**config.mk**
```make
export PLATFORM = sky130hd
export DESIGN_NAME = aoha_cell
export DESIGN_NICKNAME = d
export VERILOG_FILES = /design/src/rtl/core/aoha_pkg.sv /design/src/rtl/core/aoha_cell.sv
export SDC_FILE = /design/constraint.sdc
export NUM_CORES = 1
export LEC_CHECK = 0
export ABC_AREA = 1
export BUFFER_PORTS_ARGS = -buffer_cell sky130_fd_sc_hd__buf_4
export CAP_MARGIN = 20
export CORE_AREA = 2 2 230 232
export DETAILED_ROUTE_END_ITERATION = 8
export DIE_AREA = 0 0 232 234
export PLACE_DENSITY = 0.66
export REMOVE_ABC_BUFFERS = 1
export SLEW_MARGIN = 25
export SYNTH_ARGS = -nofsm -noshare
export SYNTH_HDL_FRONTEND = slang
export SYNTH_SLANG_ARGS = --single-unit
```
**constraint.sdc**
```tcl
create_clock -name aclk -period 11.2 [get_ports aclk]
set_clock_uncertainty 0.15 [all_clocks]
set_input_delay 1.68 -clock aclk [delete_from_list [all_inputs] [get_ports aclk]]
set_output_delay 1.68 -clock aclk [all_outputs]
set_load 0.05 [all_outputs]
```
**src/rtl/core/aoha_pkg.sv**
```systemverilog
// Shared constants, types and control bundle for the address-ordered heap allocator.
// No dependencies; used by aoha_cell and address_ordered_heap_allocator_core.
package aoha_pkg;

    localparam int MAX_BLOCKS   = 64;
    localparam int HEADER_BYTES = 24;
    localparam int IDX_W        = $clog2(MAX_BLOCKS);
    localparam int CNT_W        = $clog2(MAX_BLOCKS + 1);

    localparam logic [31:0] FIRST_BLOCK_BYTES = 32'h0000_1000;
    localparam logic [31:0] HEAP_SIZE_RESET   = 32'd1048576;
    localparam logic [31:0] HDR32             = 32'(HEADER_BYTES);

    typedef enum logic [1:0] {
        CMD_ALLOC   = 2'd0,
        CMD_FREE    = 2'd1,
        CMD_RESERVE = 2'd2,
        CMD_NONE    = 2'd3
    } cmd_t;

    typedef enum logic [1:0] {
        OP_HOLD = 2'd0,
        OP_INS  = 2'd1,
        OP_DEL  = 2'd2
    } cell_op_t;

    // Flags and values a cell reports into the scan line.
    typedef struct packed {
        logic        gap;         // new block fits between this entry and the next
        logic        alloc_last;  // new block fits after this entry, which is the last
        logic        match;       // header offset matches, entry may be freed
        logic        between;     // reserve header lies strictly between this and the next
        logic        rok;         // reserve fits after this entry
        logic        last;        // this entry is the last valid one
        logic [33:0] blk_end;     // header offset + header + payload
        logic [31:0] size;        // payload bytes
    } scan_t;

    // Broadcast from the controller to every cell.
    typedef struct packed {
        cell_op_t         op;
        logic             load;
        logic             shift;
        logic [IDX_W-1:0] pos;
        logic [31:0]      new_start;
        logic [31:0]      new_size;
        logic [CNT_W-1:0] count;
        logic [32:0]      need;
        logic [31:0]      hdr;
        logic [31:0]      req;
        logic [31:0]      heap;
    } ctl_t;

endpackage

```
**src/rtl/core/aoha_cell.sv**
```systemverilog
// One table entry of the allocator chain: holds a block, evaluates placement flags
// and passes entries and scan data to its neighbors. Depends on aoha_pkg.
module aoha_cell (
    input  logic                    aclk,
    input  logic                    aresetn,
    input  logic [aoha_pkg::IDX_W-1:0] idx,
    input  logic [31:0]             init_size,
    input  aoha_pkg::ctl_t          ctl,
    input  logic [31:0]             left_start,
    input  logic [31:0]             left_size,
    input  logic [31:0]             right_start,
    input  logic [31:0]             right_size,
    input  aoha_pkg::scan_t         right_scan,
    output logic [31:0]             start,
    output logic [31:0]             size,
    output aoha_pkg::scan_t         scan
);
    import aoha_pkg::*;

    logic [31:0] start_reg, start_next;
    logic [31:0] size_reg, size_next;
    scan_t       scan_reg, scan_next;
    logic [CNT_W-1:0] idx_c, idx_p1;
    logic        is_last, not_last, in_tab;
    logic [33:0] blk_end;
    logic [34:0] fit_end;
    logic [33:0] res_end;

    assign idx_c    = CNT_W'(idx);
    assign idx_p1   = idx_c + CNT_W'(1);
    assign is_last  = (idx_p1 == ctl.count);
    assign not_last = (idx_p1 < ctl.count);
    assign in_tab   = (idx_c < ctl.count);
    assign blk_end  = {2'b00, start_reg} + {2'b00, HDR32} + {2'b00, size_reg};
    assign fit_end  = {1'b0, blk_end} + {2'b00, ctl.need};
    assign res_end  = {2'b00, ctl.hdr} + {2'b00, ctl.req} + {2'b00, HDR32};

    always_comb begin
        start_next = start_reg;
        size_next  = size_reg;
        case (ctl.op)
            OP_INS: begin
                if (idx > ctl.pos) begin
                    start_next = left_start;
                    size_next  = left_size;
                end else if (idx == ctl.pos) begin
                    start_next = ctl.new_start;
                    size_next  = ctl.new_size;
                end
            end
            OP_DEL: begin
                if (idx >= ctl.pos) begin
                    start_next = right_start;
                    size_next  = right_size;
                end
            end
            default: ;
        endcase
    end

    always_comb begin
        scan_next = scan_reg;
        if (ctl.load) begin
            scan_next.gap        = not_last && (fit_end <= {3'b000, right_start});
            scan_next.alloc_last = is_last && (fit_end <= {3'b000, ctl.heap});
            scan_next.match      = (idx != '0) && in_tab && (start_reg == ctl.hdr);
            scan_next.between    = not_last && (start_reg < ctl.hdr) &&
                                   (ctl.hdr < right_start);
            scan_next.rok        = (blk_end <= {2'b00, ctl.hdr}) &&
                                   (is_last || (res_end <= {2'b00, right_start}));
            scan_next.last       = is_last;
            scan_next.blk_end    = blk_end;
            scan_next.size       = size_reg;
        end else if (ctl.shift) begin
            scan_next = right_scan;
        end
    end

    always_ff @(posedge aclk) begin
        if (!aresetn) begin
            start_reg <= '0;
            size_reg  <= init_size;
        end else begin
            start_reg <= start_next;
            size_reg  <= size_next;
        end
        scan_reg <= scan_next;
    end

    assign start = start_reg;
    assign size  = size_reg;
    assign scan  = scan_reg;

endmodule

```
==> metrics <==
worst hold start start[13]; post-CTS setup-driven buffer insertion count 0; worst rel slew slack 0.3662; # H-tree levels 4; met1 usage 0.3695; CTS Hold Bufs 0; core footprint 52020 sq um; CP Max Fanout 4; Die Y 234 um; Cell Area, Synth 18350 sq um; crit-path most repeated cell nand2_1; I/O pin count 586; Global Route Usage Sum 0.2821; ratio of cells with drive above 1 in the final layout 0.2138; WL/cell 20.56 um; setup TNS 0 ns; setup violators final 0; clock buffer depth 2; NetSw 1.822 mW; Synth cell types 55; Power Dens Cells 150.7 nW/um^2; endpoints failing hold 0; CTS tree built; Worst-path clk slew 0.08 ns; Internal 1.801 mW; total global routing overflow 0; DRT Pass-1 Iters 6; Seq/Total Area, Yosys 0.2051; worst hold path class reg -> reg; most common cell in the netlist nand2_1; Synthesis Warnings 0; slowest cell delay on critical path 0.52 ns; Finished Layout Cells 3857; Max Freq 166.0 MHz; peak supply drop 0.1013 mV; Final Critical Period 6.025 ns; Max-Cap Viols 0; largest net degree at the start of global routing 81; Slew @ Worst Pin 0.9420 ns; antenna viol nets, final 0; unrepaired setup endpoints after global routing no; CP endpoint kind register; via count 19806; total leakage power 12.84 nW; Cells after Synth 2602; top cells by area in the synthesized netlist ha_1, edfxtp_1, nand2_1, inv_1, a21oi_1; chip width 232 um; Top FF cell, synth edfxtp_1; Synth top area share 0.2543; Net Sw Frac 0.5029; CTS root buf clkbuf_16; reg2reg start size[1]; hold_ws 0.3632 ns; iteration-0 DRC count of the detailed router 1412; Slew Limit Fails 0; busiest grt layer met2; Worst Path Arrival 6.20 ns; Hold Path End start[13]; max FFs per register 72; vias in the first global route 18310; reg2reg path depth 28; EDFF count, synth 104; Fillers 5414; worst skew pair latency 0.45 ns; Max stage delay cell, worst path xnor2_1; #FFs+latches synth 136; Comb pwr share 0.655; sequential fraction of design power 0.187; status complete, no violations; first-pass GRT wire length 114000 um; most instantiated cells after synthesis nand2_1, ha_1, inv_1; WL final 79300 um; GRT met3 Usage 0.04961; Placer Congestion 0.9402; critical path class reg -> reg; worst hold path cell count 2; cell taking the most area after synthesis ha_1; IO Port Bufs 585; met2 GRT Util 0.4918; Residual DRC 0; Critical Path Start Type register; antenna violations before repair 6; placed cells 3825; Site Rows 84; R2R Path End scan[70]; Clock Sinks 136; Final Cycle Share 0.5380; Post-synth ARST share 0; synthesized area per cell 7.053 sq um; Final #Nets 3982; Die Area 54290 sq um; Post-DP HPWL 67410 um; R2R setup slack 5.17 ns; Vias per Instance 5.135; Worst Path Required 11.38 ns; CTS Buf Count 17; CTS resizes 0; Area growth, synth to finish 31.02%; initial core utilization 0.3527; clock group share of total power 0.158
-- cells by family after synthesis --
family                     synth area share
AOI/OAI and AO/OA                    0.1587
xor gates and xnor gates            0.04220
adders and majority gates            0.2576
buffers and inverters               0.07568
DFF                                  0.2051
and+or+nand+nor                      0.2608
-- how the worst max path moves through the flow --
stage | end | slack, ns | depth (start not counted) | startpoint
2_1_floorplan | size[0] | 4.37 | 5 | ctl[208]
3_3_place_gp | scan[70] | 5.24 | 28 | size[1]
3_5_place_dp | scan[70] | 5.24 | 28 | size[1]
4_1_cts | scan[70] | 5.21 | 28 | size[1]
5_1_grt | scan[70] | 4.84 | 28 | size[1]
6_report | scan[70] | 5.17 | 28 | size[1]
-- placed cells by master, fill, tap and decap left out, types with 4 or more instances in the layout --
cell and count:
nor4_1 7, o21ai_1 9, o22ai_1 4, a21oi_2 5, clkinv_2 6, nand2_2 10, o21a_1 7, a211oi_1 22
xor2_2 4, buf_4 597, and2_1 6, nand3b_1 7, edfxtp_1 104, nand3_2 9, ha_1 373, xor2_1 54
nand3_1 158, o21ai_0 99, a31oi_1 16, nor3_1 23, o211ai_1 53, a21oi_1 217, nor2_1 172, o21ai_2 4
inv_1 296, or2_1 4, o21bai_1 10, dfxtp_1 32, a21o_1 22, xnor2_1 27, a221oi_1 5, clkbuf_16 17
nand2_1 719, nand4_1 24
-- power groups by stage --
stage / registers [mW] / clock network, mW / logic, mW
final: 0.677 / 0.573 / 2.37
after global routing: 0.685 / 0.596 / 2.66
after CTS: 0.680 / 0.579 / 2.36
after detailed placement: 0.689 / 0 / 2.35
after global placement: 0.687 / 0 / 2.34
after floorplan: 0.904 / 0 / 1.37
-- critical path: cells and delay by family (launching register included) --
family	cells	cell delay (ns)
and+or+nand+nor	15	2.11
adders and majority gates	5	1.51
buffers and inverters	2	0.16
xor gates and xnor gates	2	0.69
AOI/OAI and AO/OA	4	0.80
DFF	1	0.47
-- layer usage --
metal / wire, um / up-vias
met1: 34320 / 9038
met3: 5480 / 64
met2: 38450 / 708
met5: 44 / -
li1: - / 9990
met4: 1000 / 6
-- metrics by stage --
| stage | total power, mW | utilization | instance area (sq um) | worst slack (ns) |
|---|---|---|---|---|
| after detailed placement | 3.037 | 0.4511 | 23470 | 5.245 |
| after CTS | 3.619 | 0.4619 | 24030 | 5.209 |
| final | 3.624 | 0.4622 | 24040 | 5.175 |
| after floorplan | 2.277 | - | 18090 | 4.372 |
| after global placement | 3.027 | 0.4511 | 23470 | 5.239 |
| after global routing | 3.938 | 0.4621 | 24040 | 4.843 |
-- layout make-up --
class                   instances  area (sq um)  share of cell area
diodes                          2         5.005           0.0002081
clock buffers                  18         429.2             0.01785
clock inverters                12         130.1            0.005412
inverters                     301          1132             0.04709
multi-input cells            2103         13240              0.5507
flip-flops and latches        136          3764              0.1565
well taps                     688         860.8             0.03580
repair buffers                597          4482              0.1864
No activity file was read; power rests on OpenSTA's default activity.
